$ cat src/rtl/hlkv_pkg.sv
// ----------------------------------------------------------------------------
// Hashed LRU key/value cache package
// Shared constants, operation codes and the command and status structs that
// join the controller and the datapath.
// ----------------------------------------------------------------------------
package hlkv_pkg;

    localparam int TableDepthDef = 64;
    localparam int KeyBytes      = 8;
    localparam int KeyW          = 64;
    localparam int LenW          = 4;
    localparam int ValW          = 16;
    localparam int StampW        = 32;
    localparam int UsedW         = 7;
    localparam int ActW          = 2;

    localparam logic [KeyW-1:0]   HashStart = 64'd5381;
    localparam int                HashShift = 5;
    localparam logic [StampW-1:0] StampMax  = '1;

    typedef enum logic [ActW-1:0] {
        ACT_LOOKUP = 2'd0,
        ACT_INSERT = 2'd1,
        ACT_CLEAR  = 2'd2,
        ACT_NOP    = 2'd3
    } t_action;

    typedef struct packed {
        logic accept;
        logic hash_step;
        logic set_home;
        logic mod_step;
        logic advance;
        logic refresh;
        logic scan_init;
        logic scan_chk;
        logic write;
        logic clear;
        logic load_out;
    } t_cmd;

    typedef struct packed {
        logic is_lookup;
        logic is_insert;
        logic is_clear;
        logic hash_done;
        logic mod_last;
        logic slot_valid;
        logic key_match;
        logic probe_last;
        logic slot_last;
        logic out_free;
    } t_stat;

endpackage

$ cat src/rtl/hlkv_ctrl.sv
// ----------------------------------------------------------------------------
// Cache controller
// One-hot sequencer that walks hashing, reduction, probing, eviction scan,
// slot write and response for one operation at a time.
// ----------------------------------------------------------------------------
module hlkv_ctrl #(
    parameter int TABLE_DEPTH = hlkv_pkg::TableDepthDef
) (
    input  logic            i_clk,
    input  logic            i_rst_n,
    input  hlkv_pkg::t_stat i_stat,
    output hlkv_pkg::t_cmd  o_cmd,
    output logic            o_in_ready,
    input  logic            i_in_valid
);
    import hlkv_pkg::*;

    localparam bit IsPow2 = (TABLE_DEPTH & (TABLE_DEPTH - 1)) == 0;

    typedef enum logic [8:0] {
        ST_IDLE     = 9'b000000001,
        ST_HASH     = 9'b000000010,
        ST_MOD      = 9'b000000100,
        ST_PROBE_RD = 9'b000001000,
        ST_PROBE_CK = 9'b000010000,
        ST_SCAN_RD  = 9'b000100000,
        ST_SCAN_CK  = 9'b001000000,
        ST_WRITE    = 9'b010000000,
        ST_RESP     = 9'b100000000
    } t_state;

    t_state r_state, n_state;

    always_comb begin
        n_state = r_state;
        o_cmd   = '0;
        case (r_state)
            ST_IDLE: begin
                if (i_in_valid) begin
                    o_cmd.accept = 1'b1;
                    n_state      = ST_HASH;
                end
            end
            ST_HASH: begin
                if (i_stat.is_clear) begin
                    o_cmd.clear = 1'b1;
                    n_state     = ST_RESP;
                end else if (!i_stat.is_lookup && !i_stat.is_insert) begin
                    n_state = ST_RESP;
                end else if (!i_stat.hash_done) begin
                    o_cmd.hash_step = 1'b1;
                end else if (IsPow2) begin
                    o_cmd.set_home = 1'b1;
                    n_state        = ST_PROBE_RD;
                end else begin
                    n_state = ST_MOD;
                end
            end
            ST_MOD: begin
                o_cmd.mod_step = 1'b1;
                if (i_stat.mod_last) begin
                    n_state = ST_PROBE_RD;
                end
            end
            ST_PROBE_RD: begin
                n_state = ST_PROBE_CK;
            end
            ST_PROBE_CK: begin
                if (i_stat.is_lookup) begin
                    if (!i_stat.slot_valid) begin
                        n_state = ST_RESP;
                    end else if (i_stat.key_match) begin
                        o_cmd.refresh = 1'b1;
                        n_state       = ST_RESP;
                    end else if (i_stat.probe_last) begin
                        n_state = ST_RESP;
                    end else begin
                        o_cmd.advance = 1'b1;
                        n_state       = ST_PROBE_RD;
                    end
                end else begin
                    if (!i_stat.slot_valid || i_stat.key_match) begin
                        n_state = ST_WRITE;
                    end else if (i_stat.probe_last) begin
                        o_cmd.scan_init = 1'b1;
                        n_state         = ST_SCAN_RD;
                    end else begin
                        o_cmd.advance = 1'b1;
                        n_state       = ST_PROBE_RD;
                    end
                end
            end
            ST_SCAN_RD: begin
                n_state = ST_SCAN_CK;
            end
            ST_SCAN_CK: begin
                o_cmd.scan_chk = 1'b1;
                n_state = i_stat.slot_last ? ST_WRITE : ST_SCAN_RD;
            end
            ST_WRITE: begin
                o_cmd.write = 1'b1;
                n_state     = ST_RESP;
            end
            ST_RESP: begin
                if (i_stat.out_free) begin
                    o_cmd.load_out = 1'b1;
                    n_state        = ST_IDLE;
                end
            end
            default: begin
                n_state = ST_IDLE;
            end
        endcase
    end

    assign o_in_ready = (r_state == ST_IDLE);

    always_ff @(posedge i_clk) begin
        if (!i_rst_n) begin
            r_state <= ST_IDLE;
        end else begin
            r_state <= n_state;
        end
    end

`ifndef SYNTH
    a_accept_idle: assert property (@(posedge i_clk) disable iff (!i_rst_n)
        o_cmd.accept |=> r_state == ST_HASH)
        else $error("accept did not start hashing");
    a_write_resp: assert property (@(posedge i_clk) disable iff (!i_rst_n)
        o_cmd.write |=> r_state == ST_RESP && !o_in_ready)
        else $error("write not followed by response");
    a_probe_pair: assert property (@(posedge i_clk) disable iff (!i_rst_n)
        r_state == ST_PROBE_RD |=> r_state == ST_PROBE_CK)
        else $error("probe read not followed by check");
`endif
endmodule

$ cat config.mk
export PLATFORM = sky130hd
export DESIGN_NAME = hlkv_ctrl
export DESIGN_NICKNAME = d
export VERILOG_FILES = /design/src/rtl/hlkv_pkg.sv /design/src/rtl/hlkv_ctrl.sv
export SDC_FILE = /design/constraint.sdc
export NUM_CORES = 1
export LEC_CHECK = 0
export BUFFER_PORTS_ARGS = -buffer_cell sky130_fd_sc_hd__clkbuf_2
export CORE_AREA = 2 2 39 41
export DETAILED_ROUTE_END_ITERATION = 10
export DIE_AREA = 0 0 41 43
export HOLD_SLACK_MARGIN = 0.12
export PLACE_DENSITY = 0.78
export SLEW_MARGIN = 20
export SYNTH_ARGS = -nofsm -noshare
export SYNTH_HDL_FRONTEND = slang
export SYNTH_SLANG_ARGS = --single-unit
$ cat constraint.sdc
create_clock -name i_clk -period 4.61 [get_ports i_clk]
set_clock_uncertainty 0.1 [all_clocks]
set_input_delay 0.922 -clock i_clk [delete_from_list [all_inputs] [get_ports i_clk]]
set_output_delay 0.922 -clock i_clk [all_outputs]
set_load 0.02 [all_outputs]
==> results of run 1 <==
## worst max-delay path by stage
| stage | from | endpoint | slack [ps] | cells past startpoint |
|---|---|---|---|---|
| 6_report | r_state[6] | o_cmd[9] | 1690 | 5 |
| 4_1_cts | r_state[6] | o_cmd[9] | 1690 | 5 |
| 5_1_grt | r_state[6] | o_cmd[9] | 1610 | 5 |
| 3_5_place_dp | i_stat[3] | o_cmd[6] | 1800 | 5 |
| 3_3_place_gp | i_stat[3] | o_cmd[6] | 1810 | 5 |
| 2_1_floorplan | i_stat[3] | o_cmd[4] | 1710 | 2 |
## metal layers
metal | track usage | up-vias | share of wire
met2 | 0.3094 | 21 | 0.51
met4 | 0.1200 | 0 | 0.032
li1 | - | 342 | -
met3 | 0.03141 | 5 | 0.054
met5 | 0 | - | 0
met1 | 0.2508 | 316 | 0.40
## kinds of logic (layout without fill, tap and decap cells)
kind of cell              Yosys count  after routing
buffers and inverters              10             32
muxes                               1              1
xor gates and xnor gates            1              1
other                               1              1
and+or+nand+nor                    50             50
AOI/OAI and AO/OA                  13             13
DFF                                 8              8
## power by group through the flow
stage                     Clock (uW)  Sequential (uW)  Combinational (uW)
final                           54.3             73.3                42.1
after CTS                       53.6             73.3                42.2
after detailed placement           0             74.7                42.0
after floorplan                    0             74.5                28.0
after global placement             0             74.6                40.5
after global routing            56.6             73.4                46.6
## layout by cell type (no fill, tap or decap), drive strengths merged
master / count
nand2: 7
and2: 1
nor3b: 5
nor2: 14
nand4: 2
o31a: 1
a32oi: 1
nor4b: 2
o21bai: 1
a211o: 1
dfxtp: 8
nor4: 1
nor2b: 1
or2b: 1
or4: 3
nor3: 1
o32ai: 1
clkbuf: 25
or2: 1
a21oi: 4
a31oi: 1
mux2i: 1
xor2: 1
and3: 1
conb: 1
nand3: 6
inv: 7
nand2b: 4
o21ai: 3
## critical path, cell delays in order, from the launching register on
cell                       delay (ps)
sky130_fd_sc_hd__dfxtp_1          390
sky130_fd_sc_hd__or4_4            530
sky130_fd_sc_hd__nor4_4           320
sky130_fd_sc_hd__nand2_1          150
sky130_fd_sc_hd__inv_1             80
sky130_fd_sc_hd__clkbuf_2         160
## per-stage QoR
step                      instance area (um^2)  total power (uW)
after CTS                                750.7             169.1
after detailed placement                 728.2             116.8
after global routing                     750.7             176.6
after global placement                   728.2             115.1
final                                    750.7             169.8
after floorplan                          628.1             102.5
## area by class of cell
class	instances	area, um^2	share of cell area
Timing Repair Buffer	22	110.1	0.1467
Inverter	7	26.28	0.03500
Tap cell	16	20.02	0.02667
Multi-Input combinational cell	66	411.6	0.5483
Sequential cell	8	160.2	0.2133
Clock buffer	3	22.52	0.03000
==> qor.yml, run 1 <==
clock_tree:
  postCtsHoldBufs: 0
  htree_levels: 1
  clk_root_buffer_cell: "sky130_fd_sc_hd__clkbuf_4"
  clock-sinks: 8
  cts_tree: "built"
  cts.clk_slew.worst_paths_ps: 50
  clock_insertion_delay_worst_skew_ps: 260
  tritoncts.num_buffers: 3
  count_of_instances_resized_after_the_clock_tree_is_built: 0
  cts-root-to-sink-buffers: 2
  post_cts_setup_buffer_count: 0
worst_setup_path:
  crit_type: "flip-flop to output pin"
  crit_arrival_ps: 1900
  timing.reg2reg.worst_path_depth: 5
  crit_fanout: 9
  critical_path.startpoint_type: "flip-flop"
  reg2reg_slack_ps: 2790
  reg2reg_to: "r_state[0]"
  crit_required_ps: 3590
  worst_r2r_startpoint: "r_state[6]"
  endpoint_kind: "output pin"
timing:
  rsz0062_at_grt: "false"
  final.setup.worst_slack_ps: 1692
  fin_hold_ws_ps: 464.5
  final_max_slew_violation_count: 0
  setup_violation_total_in_the_final_timing_report: 0
  min_period_over_period: 0.6329
  totalNegativeSetupSlack_ps: 0
  achievable-frequency_mhz: 342.7
  timing.final.hold_violations: 0
  finalCriticalPeriod_ps: 2918
power:
  net-switching-power_uw: 51.26
  proportion_of_power_drawn_by_combinational_gates: 0.248
  sequentialPowerShare: 0.432
  irDropWorstVdd_uv: 149.0
  p_int_uw: 118.5
  clock_power_frac: 0.320
  power.share.switching: 0.3019
  static-leakage-power_uw: 0.0003656
  power.density_cell_area_nw_per_um2: 226.2
finish:
  design.final.nets: 121
  final_cells: 122
  biggestRegsByFlops: "r_state (8)"
  biggest_register: "r_state"
  largest_reg_flops: 8
  fillerInstances: 129
  insertedDiodeCount: 0
  postLayoutCoreUtil: 0.5425
  layout-drive-gt1-share: 0.3302
  synthToLayoutAreaGrowth_pct: 19.52
grt:
  grt_start_max_net_pins: 11
  global_route.overflow_total: 0
  grt_antenna_before_repair: 0
  wire_length_of_the_first_global_routing_pass_mm: 2.373
  grt.total_usage: 0.2016
  grt_pass1_vias: 569
synthesis:
  combined_area_of_all_synthesized_cells_um2: 628.1
  synth-async-reset-ratio: 0
  synth_top_cell_area_share: 0.2550
  postSynthRegisterBits: 8
  synth-main-ff-cell: "sky130_fd_sc_hd__dfxtp_1"
  yosysMostFrequentCell: "sky130_fd_sc_hd__nor2_1"
  synth_area_per_cell_um2: 7.477
  synth_cells: 84
  netlist-cell-type-count: 35
  synth-simple-area-share: 0.4781
  synth.yosys.seq_area_share: 0.2550
  synth_adder_area_share: 0
  yosys-top-cells-area: "sky130_fd_sc_hd__dfxtp_1 (25%), sky130_fd_sc_hd__nor2_1 (7.8%), sky130_fd_sc_hd__nand3_1 (4.8%), sky130_fd_sc_hd__nor3b_1 (4.8%), sky130_fd_sc_hd__inv_1 (4.2%)"
  share_of_synthesized_area_spent_on_multiplexers: 0.01594
  yosysWarningCount: 0
  synthesis.nets: 97
  synth_compound_gate_area_share: 0.1414
  netlist.top_cell.by_area: "sky130_fd_sc_hd__dfxtp_1"
  ys_top_cells_by_count: "sky130_fd_sc_hd__nor2_1 (13), sky130_fd_sc_hd__dfxtp_1 (8), sky130_fd_sc_hd__inv_1 (7), sky130_fd_sc_hd__nand2_1 (7), sky130_fd_sc_hd__nand3_1 (6)"
  synth_edf_count: 0
  post_synth_xor_xnor_area: 0.01394
  synth_top_family_by_area: "simple AND/OR/NAND/NOR gates"
placement:
  preCtsSetupSlack_ps: 1804
  detailedPlacementHpwl_mm: 1.215
  total_instance_count_after_detailed_placement: 119
  port_buffers: 22
  globalplace.congestion: 0.7744
die:
  placementRows: 14
  io-pin-count: 25
  dieWidth_um: 41
  floorplan.die_area_um2: 1763
  floorplan.initialDensity: 0.4539
  vertical_die_dimension_um: 43
  core_um2: 1384
detailed_routing:
  drt-initial-drc-count: 12
  detail_route.wl_per_cell_um: 12.34
  dr_total_vias: 684
  via_per_inst: 5.607
  drt_drc_violations_left: 0
  drt_wl_total_mm: 1.505
  drt_first_pass_iters: 4
  route.antenna.remaining_nets: 0
min_path:
  worstHoldEndpoint: "r_state[4]"
  min-delay-path-class: "flip-flop to flip-flop"
  hold_path_depth: 1
  holdCritStartpoint: "r_state[3]"
outcome:
  status: "complete, no violations"
job:
  cap_viol_max_count: 0
Note: power is estimated with default switching activity, not from simulation.
==> run 2, diff against run 1 <==
--- a/config.mk
+++ b/config.mk
@@ -6,11 +6,10 @@
 export NUM_CORES = 1
 export LEC_CHECK = 0
 export BUFFER_PORTS_ARGS = -buffer_cell sky130_fd_sc_hd__clkbuf_2
-export CORE_AREA = 2 2 39 41
+export CORE_UTILIZATION = 46
 export DETAILED_ROUTE_END_ITERATION = 10
-export DIE_AREA = 0 0 41 43
 export HOLD_SLACK_MARGIN = 0.12
-export PLACE_DENSITY = 0.78
+export PLACE_DENSITY = 0.76
 export SLEW_MARGIN = 20
 export SYNTH_ARGS = -nofsm -noshare
 export SYNTH_HDL_FRONTEND = slang
==> constraint.sdc (replaced) <==
create_clock -name i_clk -period 2.8 [get_ports i_clk]
set_clock_uncertainty 0.1 [all_clocks]
set_input_delay 0.56 -clock i_clk [delete_from_list [all_inputs] [get_ports i_clk]]
set_output_delay 0.56 -clock i_clk [all_outputs]
set_load 0.02 [all_outputs]
==> run 2 against run 1 <==
Clock-buffer cell count is the same. Non-clock buffer count unchanged. Die area down 14%. Critical path type unchanged. Core utilization up 8.8 points. Sequential cell count unchanged. Power increased by 63%. Highest routed layer unchanged. Routed wire length is 1.7% lower.
==> qor.yml, run 2 (synthesis gave the netlist of run 1 again) <==
detailed_routing:
  drt_wl_total_mm: 1.480  # was 1.505 mm
  drt_first_pass_iters: 4  # unchanged
  highest_layer: "met4"  # unchanged
  route.antenna.remaining_nets: 0  # unchanged
  dr_wl_met2_um: 677  # was 766 um
  route.met3.wl_um: 77  # was 82 um
  drt-initial-drc-count: 15  # was 12
  via_per_inst: 5.442  # was 5.607
  detail_route.wl_per_cell_um: 12.33  # was 12.34 um
  m1WireLength_um: 679  # was 607 um
  dr_total_vias: 653  # was 684
  drt_drc_violations_left: 0  # unchanged
grt:
  grt_start_max_net_pins: 11  # unchanged
  global_route.overflow_total: 0  # unchanged
  grt.total_usage: 0.2216  # was 0.2016
  grt_antenna_before_repair: 0  # unchanged
  wire_length_of_the_first_global_routing_pass_mm: 2.194  # was 2.373 mm
  grt_pass1_vias: 549  # was 569
worst_setup_path:
  worst_r2r_startpoint: "r_state[3]"  # was r_state[6]
  timing.reg2reg.worst_path_depth: 5  # unchanged
  reg2reg_slack_ps: 990  # was 2790 ps
  crit_arrival_ps: 1910  # was 1900 ps
  crit_fanout: 6  # was 9
  worst_path_largest_cell_delay_ps: 560  # was 530 ps
  crit_type: "flip-flop to output pin"  # unchanged
  reg2reg_to: "r_state[6]"  # was r_state[0]
  crit_cells: 5  # unchanged
  critical_path.startpoint_type: "flip-flop"  # unchanged
  endpoint_kind: "output pin"  # unchanged
  timing.critical_path.cells: "or4_4 > nor4_4 > nand2_1 > inv_1 > clkbuf_2"  # unchanged
  worstPathBufferInverterCount: 2  # unchanged
  crit_required_ps: 2140  # was 3590 ps
  critPathTopFamily: "simple AND/OR/NAND/NOR gates"  # unchanged
  cp_slowest_cell: "sky130_fd_sc_hd__or4_4"  # unchanged
placement:
  preCtsSetupSlack_ps: 511.5  # was 1804 ps
  port_buffers: 22  # unchanged
  detailedPlacementHpwl_mm: 1.162  # was 1.215 mm
  globalplace.congestion: 0.7995  # was 0.7744
  total_instance_count_after_detailed_placement: 117  # was 119
  placed_area_um2: 725.7  # was 728.2 um^2
min_path:
  holdCritStartpoint: "i_rst_n"  # was r_state[3]
  worstHoldEndpoint: "r_state[0]"  # was r_state[4]
  min-delay-path-class: "input pin to flip-flop"  # was flip-flop to flip-flop
  hold_path_depth: 2  # was 1
timing:
  min_period_over_period: 0.9165
  fin_hold_ws_ps: 416.8  # was 464.5 ps
  rsz0062_at_grt: "false"  # unchanged
  timing.final.hold_violations: 0  # unchanged
  finalCriticalPeriod_ps: 2566
  totalNegativeSetupSlack_ps: 0  # unchanged
  final.setup.worst_slack_ps: 233.8  # was 1692 ps
  final_max_slew_violation_count: 0  # unchanged
  setup_violation_total_in_the_final_timing_report: 0  # unchanged
  achievable-frequency_mhz: 389.7
finish:
  layout.cells.most_common_list: "sky130_fd_sc_hd__clkbuf_2 (22), sky130_fd_sc_hd__nor2_1 (13), sky130_fd_sc_hd__dfxtp_1 (8), sky130_fd_sc_hd__nand2_1 (7), sky130_fd_sc_hd__inv_1 (7)"  # unchanged
  layout-drive-gt1-share: 0.3302  # unchanged
  synthToLayoutAreaGrowth_pct: 19.12  # was 19.52%
  insertedDiodeCount: 0  # unchanged
  design.final.nets: 121  # unchanged
  biggestRegsByFlops: "r_state (8)"  # unchanged
  biggest_register: "r_state"  # unchanged
  final_cells: 120  # was 122
  mostFrequentLayoutCell: "sky130_fd_sc_hd__clkbuf_2"  # unchanged
  area_of_all_placed_cells_without_fillers_um2: 748.2  # was 750.7 um^2
  fillerInstances: 121  # was 129
  largest_reg_flops: 8  # unchanged
outcome:
  status: "complete, no violations"  # unchanged
clock_tree:
  clock-sinks: 8  # unchanged
  cts-root-to-sink-buffers: 2  # unchanged
  count_of_instances_resized_after_the_clock_tree_is_built: 0  # unchanged
  postCtsHoldBufs: 0  # unchanged
  post_cts_setup_buffer_count: 0  # unchanged
  clock_insertion_delay_worst_skew_ps: 260  # about the same
  cts.clk_slew.worst_paths_ps: 50  # about the same
  clk_root_buffer_cell: "sky130_fd_sc_hd__clkbuf_4"  # unchanged
  htree_levels: 1  # unchanged
  tritoncts.num_buffers: 3  # unchanged
  cts_tree: "built"  # unchanged
die:
  vertical_die_dimension_um: 38.95  # was 43 um
  placementRows: 12  # was 14
  dieWidth_um: 38.95  # was 41 um
  floorplan.initialDensity: 0.5295  # was 0.4539
  core_um2: 1186  # was 1384 um^2
  io-pin-count: 25  # unchanged
  floorplan.die_area_um2: 1517  # was 1763 um^2
power:
  static-leakage-power_uw: 0.0003656  # unchanged
  power.density_cell_area_nw_per_um2: 369.3  # was 226.2 nW/um^2
  irDropWorstVdd_uv: 188.6  # was 149.0 uV
job:
  cap_viol_max_count: 0  # unchanged
==> run 2: how the worst max path moves through the flow <==
stage | start | end
5_1_grt | r_state[5] | o_cmd[9]
6_report | r_state[5] | o_cmd[9]
4_1_cts | r_state[5] | o_cmd[9]
2_1_floorplan | r_state[6] | o_cmd[4]
3_3_place_gp | r_state[6] | o_cmd[9]
3_5_place_dp | r_state[5] | o_cmd[9]
==> run 2: through the flow <==
step / power (uW) / util
after floorplan: 168.7 / -
after global placement: 189.0 / 0.6118
after detailed placement: 190.4 / 0.6118
after CTS: 276.4 / 0.6308
after global routing: 286.1 / 0.6308
final: 276.3 / 0.6308
==> run 2: layer usage <==
| layer | vias to the layer above | track usage |
|---|---|---|
| li1 | 344 | - |
| met1 | 281 | 0.2727 |
| met2 | 24 | 0.3458 |
| met3 | 4 | 0.01734 |
| met4 | 0 | 0.1810 |
| met5 | - | 0 |
==> run 2: worst register-to-register path, stage by stage, from the launching register on <==
cell                      delay [ps]
sky130_fd_sc_hd__dfxtp_1         360
sky130_fd_sc_hd__nor2_1          280
sky130_fd_sc_hd__nand2_1         110
sky130_fd_sc_hd__or4_4           520
sky130_fd_sc_hd__o21ai_2         230
sky130_fd_sc_hd__nor3b_1          80
==> run 2: area by class of cell <==
cell class | count | area (um^2) | area share
Sequential cell | 8 | 160.2 | 0.2140
Timing Repair Buffer | 22 | 110.1 | 0.1472
Clock buffer | 3 | 22.52 | 0.03010
Tap cell | 14 | 17.52 | 0.02341
Multi-Input combinational cell | 66 | 411.6 | 0.5502
Inverter | 7 | 26.28 | 0.03512
==> run 2: where the power goes <==
group | internal [uW] | switching (uW)
sequential | 118 | 3.20
clock | 49.0 | 38.4
combinational | 28.3 | 39.8
==> run 3, diff against run 2 <==
--- a/config.mk
+++ b/config.mk
@@ -6,10 +6,10 @@
 export NUM_CORES = 1
 export LEC_CHECK = 0
 export BUFFER_PORTS_ARGS = -buffer_cell sky130_fd_sc_hd__clkbuf_2
-export CORE_UTILIZATION = 46
+export CORE_UTILIZATION = 45
 export DETAILED_ROUTE_END_ITERATION = 10
 export HOLD_SLACK_MARGIN = 0.12
-export PLACE_DENSITY = 0.76
+export PLACE_DENSITY = 0.75
 export SLEW_MARGIN = 20
 export SYNTH_ARGS = -nofsm -noshare
 export SYNTH_HDL_FRONTEND = slang
==> constraint.sdc (replaced) <==
create_clock -name i_clk -period 2.8 [get_ports i_clk]
set_clock_uncertainty 0.1 [all_clocks]
set_input_delay 0.56 -clock i_clk [delete_from_list [all_inputs] [get_ports i_clk]]
set_output_delay 0.56 -clock i_clk [all_outputs]
set_load 0.1 [all_outputs]
==> run 3 against run 2 <==
The flow now finishes with violations (design-rule violations). Worst setup slack got worse by 94 ps. Clock power decreased by 1%. Non-clock buffer count increased by 1. Sequential share of layout area decreased by 2.4 points. Core utilization increased by 1.6 points. Register-to-register slack got worse by 30 ps. Critical path depth decreased by 1. Maximum frequency decreased by 3.5%. Global-route usage increased by 0.89 points. Sequential power about the same. Hold slack improved by 42 ps. Critical path type unchanged. Highest routed layer unchanged.
==> qor.yml, run 3 (synthesis gave the netlist of run 1 again) <==
finish:
  multi_input_area_um2: 449.2  # was 411.6 um^2
  biggestRegsByFlops: "r_state (8)"  # unchanged
  register_area_um2: 160.2  # unchanged
  synthToLayoutAreaGrowth_pct: 34.06  # was 19.12%
  fillerInstances: 130  # was 121
  biggest_register: "r_state"  # unchanged
  largest_reg_flops: 8  # unchanged
  design.final.nets: 122  # was 121
  layout.cells.most_common_list: "sky130_fd_sc_hd__clkbuf_2 (18), sky130_fd_sc_hd__nor2_1 (10), sky130_fd_sc_hd__dfxtp_1 (8), sky130_fd_sc_hd__nand2_1 (7), sky130_fd_sc_hd__inv_1 (7)"  # was sky130_fd_sc_hd__clkbuf_2 (22), sky130_fd_sc_hd__nor2_1 (13), sky130_fd_sc_hd__dfxtp_1 (8), sky130_fd_sc_hd__nand2_1 (7), sky130_fd_sc_hd__inv_1 (7)
  layout-drive-gt1-share: 0.3925  # was 0.3302
  insertedDiodeCount: 0  # unchanged
  mostFrequentLayoutCell: "sky130_fd_sc_hd__clkbuf_2"  # unchanged
worst_setup_path:
  crit_arrival_ps: 2000  # was 1910 ps
  cp_slowest_cell: "sky130_fd_sc_hd__clkbuf_2"  # was sky130_fd_sc_hd__or4_4
  timing.critical_path.cells: "nor2_2 > nand4_1 > nor4b_4 > clkbuf_2"  # was or4_4 > nor4_4 > nand2_1 > inv_1 > clkbuf_2
  critical_path.startpoint_type: "flip-flop"  # unchanged
  crit_fanout: 7  # was 6
  critPathTopFamily: "simple AND/OR/NAND/NOR gates"  # unchanged
  worstPathBufferInverterCount: 1  # was 2
  reg2reg_slack_ps: 960  # was 990 ps
  crit_type: "flip-flop to output pin"  # unchanged
  crit_required_ps: 2140  # about the same
  worst_path_largest_cell_delay_ps: 500  # was 560 ps
  endpoint_kind: "output pin"  # unchanged
placement:
  port_buffers: 22  # unchanged
  globalplace.congestion: 0.7855  # was 0.7995
  detailedPlacementHpwl_mm: 1.232  # was 1.162 mm
power:
  power_uw: 320.2  # was 276.3 uW
  static-leakage-power_uw: 0.0003929  # was 0.0003656 uW
  power.density_cell_area_nw_per_um2: 380.2  # was 369.3 nW/um^2
  irDropWorstVdd_uv: 365.2  # was 188.6 uV
clock_tree:
  clk_root_buffer_cell: "sky130_fd_sc_hd__clkbuf_4"  # unchanged
  cts-root-to-sink-buffers: 2  # unchanged
  tritoncts.num_buffers: 3  # unchanged
  cts.clk_slew.worst_paths_ps: 50  # about the same
  htree_levels: 1  # unchanged
  count_of_instances_resized_after_the_clock_tree_is_built: 0  # unchanged
  clock-sinks: 8  # unchanged
  postCtsHoldBufs: 0  # unchanged
  post_cts_setup_buffer_count: 0  # unchanged
  clock_insertion_delay_worst_skew_ps: 250  # was 260 ps
  cts_tree: "built"  # unchanged
grt:
  grt_start_max_net_pins: 11  # unchanged
  wire_length_of_the_first_global_routing_pass_mm: 2.401  # was 2.194 mm
  global_route.overflow_total: 0  # unchanged
  grt.total_usage: 0.2305  # was 0.2216
  grt_pass1_vias: 582  # was 549
  grt_antenna_before_repair: 0  # unchanged
timing:
  rsz0062_at_grt: "false"  # unchanged
  setup_violation_total_in_the_final_timing_report: 0  # unchanged
  fin_hold_ws_ps: 458.7  # was 416.8 ps
  timing.final.hold_violations: 0  # unchanged
  slew_at_the_pin_closest_to_its_max_slew_limit_ps: 549.2
  finalCriticalPeriod_ps: 2660  # was 2566 ps
  min_period_over_period: 0.9499  # was 0.9165
  totalNegativeSetupSlack_ps: 0  # unchanged
  achievable-frequency_mhz: 376.0  # was 389.7 MHz
  timing.slew.headroom: 0.6354
  final_max_slew_violation_count: 0  # unchanged
detailed_routing:
  drt_first_pass_iters: 11  # was 4
  drt_wl_total_mm: 1.524  # was 1.480 mm
  drt-initial-drc-count: 35  # was 15
  dr_total_vias: 700  # was 653
  route.antenna.remaining_nets: 0  # unchanged
  via_per_inst: 5.738  # was 5.442
  detail_route.wl_per_cell_um: 12.49  # was 12.33 um
  drt_drc_violations_left: 2  # was 0
min_path:
  min-delay-path-class: "input pin to flip-flop"  # unchanged
die:
  io-pin-count: 25  # unchanged
  dieWidth_um: 39.36  # was 38.95 um
  floorplan.initialDensity: 0.4827  # was 0.5295
  floorplan.die_area_um2: 1549  # was 1517 um^2
  placementRows: 13  # was 12
  vertical_die_dimension_um: 39.36  # was 38.95 um
  core_um2: 1301  # was 1186 um^2
outcome:
  violations: "design-rule violations"
  status: "complete, but fails checks"  # was complete, no violations
job:
  cap_viol_max_count: 0  # unchanged
[run 3: layout make-up]
cell class,count,share of cell area
sequential,8,0.1902
clock buffer,3,0.02675
inverter,7,0.03120
multi-input combinational,66,0.5334
timing repair buffer,23,0.1961
tap,15,0.02229
[run 3: stage by stage]
stage	worst slack (ps)	util	std cells	cell area, um^2
detailed placement	406.0	0.6298	119	819.5
CTS	147.7	0.6471	122	842.1
finish	140.2	0.6471	122	842.1
global route	44.73	0.6471	122	842.1
floorplan	11.78	-	84	665.6
global placement	421.0	0.6298	119	819.5
[run 3: power breakdown]
| part | total (uW) | internal, uW | switching, uW | leakage, uW |
|---|---|---|---|---|
| combinational | 113 | 31.8 | 81.4 | 0.000314 |
| sequential | 121 | 118 | 2.93 | 0.0000649 |
| clock | 86.4 | 48.9 | 37.5 | 0.0000138 |
| total | 320 | 198 | 122 | 0.000393 |
[run 3: final timing paths]
kind / from / to / depth (start not counted)
worst max-delay path: r_state[0] / o_cmd[4] / 4
worst min-delay path: i_rst_n / r_state[0] / 2
worst max register to register: r_state[3] / r_state[6] / 5
worst min register to register: r_state[3] / r_state[4] / 1
[run 3: worst reg2reg max path, delay by kind of cell, from the launching register on]
| kind | cells | cell delay (ps) |
|---|---|---|
| AOI/OAI and AO/OA | 1 | 240 |
| DFF | 1 | 360 |
| and+or+nand+nor | 4 | 1040 |
[run 3: layer usage]
layer  up-vias  routed length [um]  GRT usage  part of all wire
li1        347                   -          -                 -
met1       317                 644     0.2755              0.42
met2        34                 744     0.3708              0.49
met3         2                 115    0.05682             0.075
met4         0                  19     0.1293             0.012
met5         -                   0          0                 0
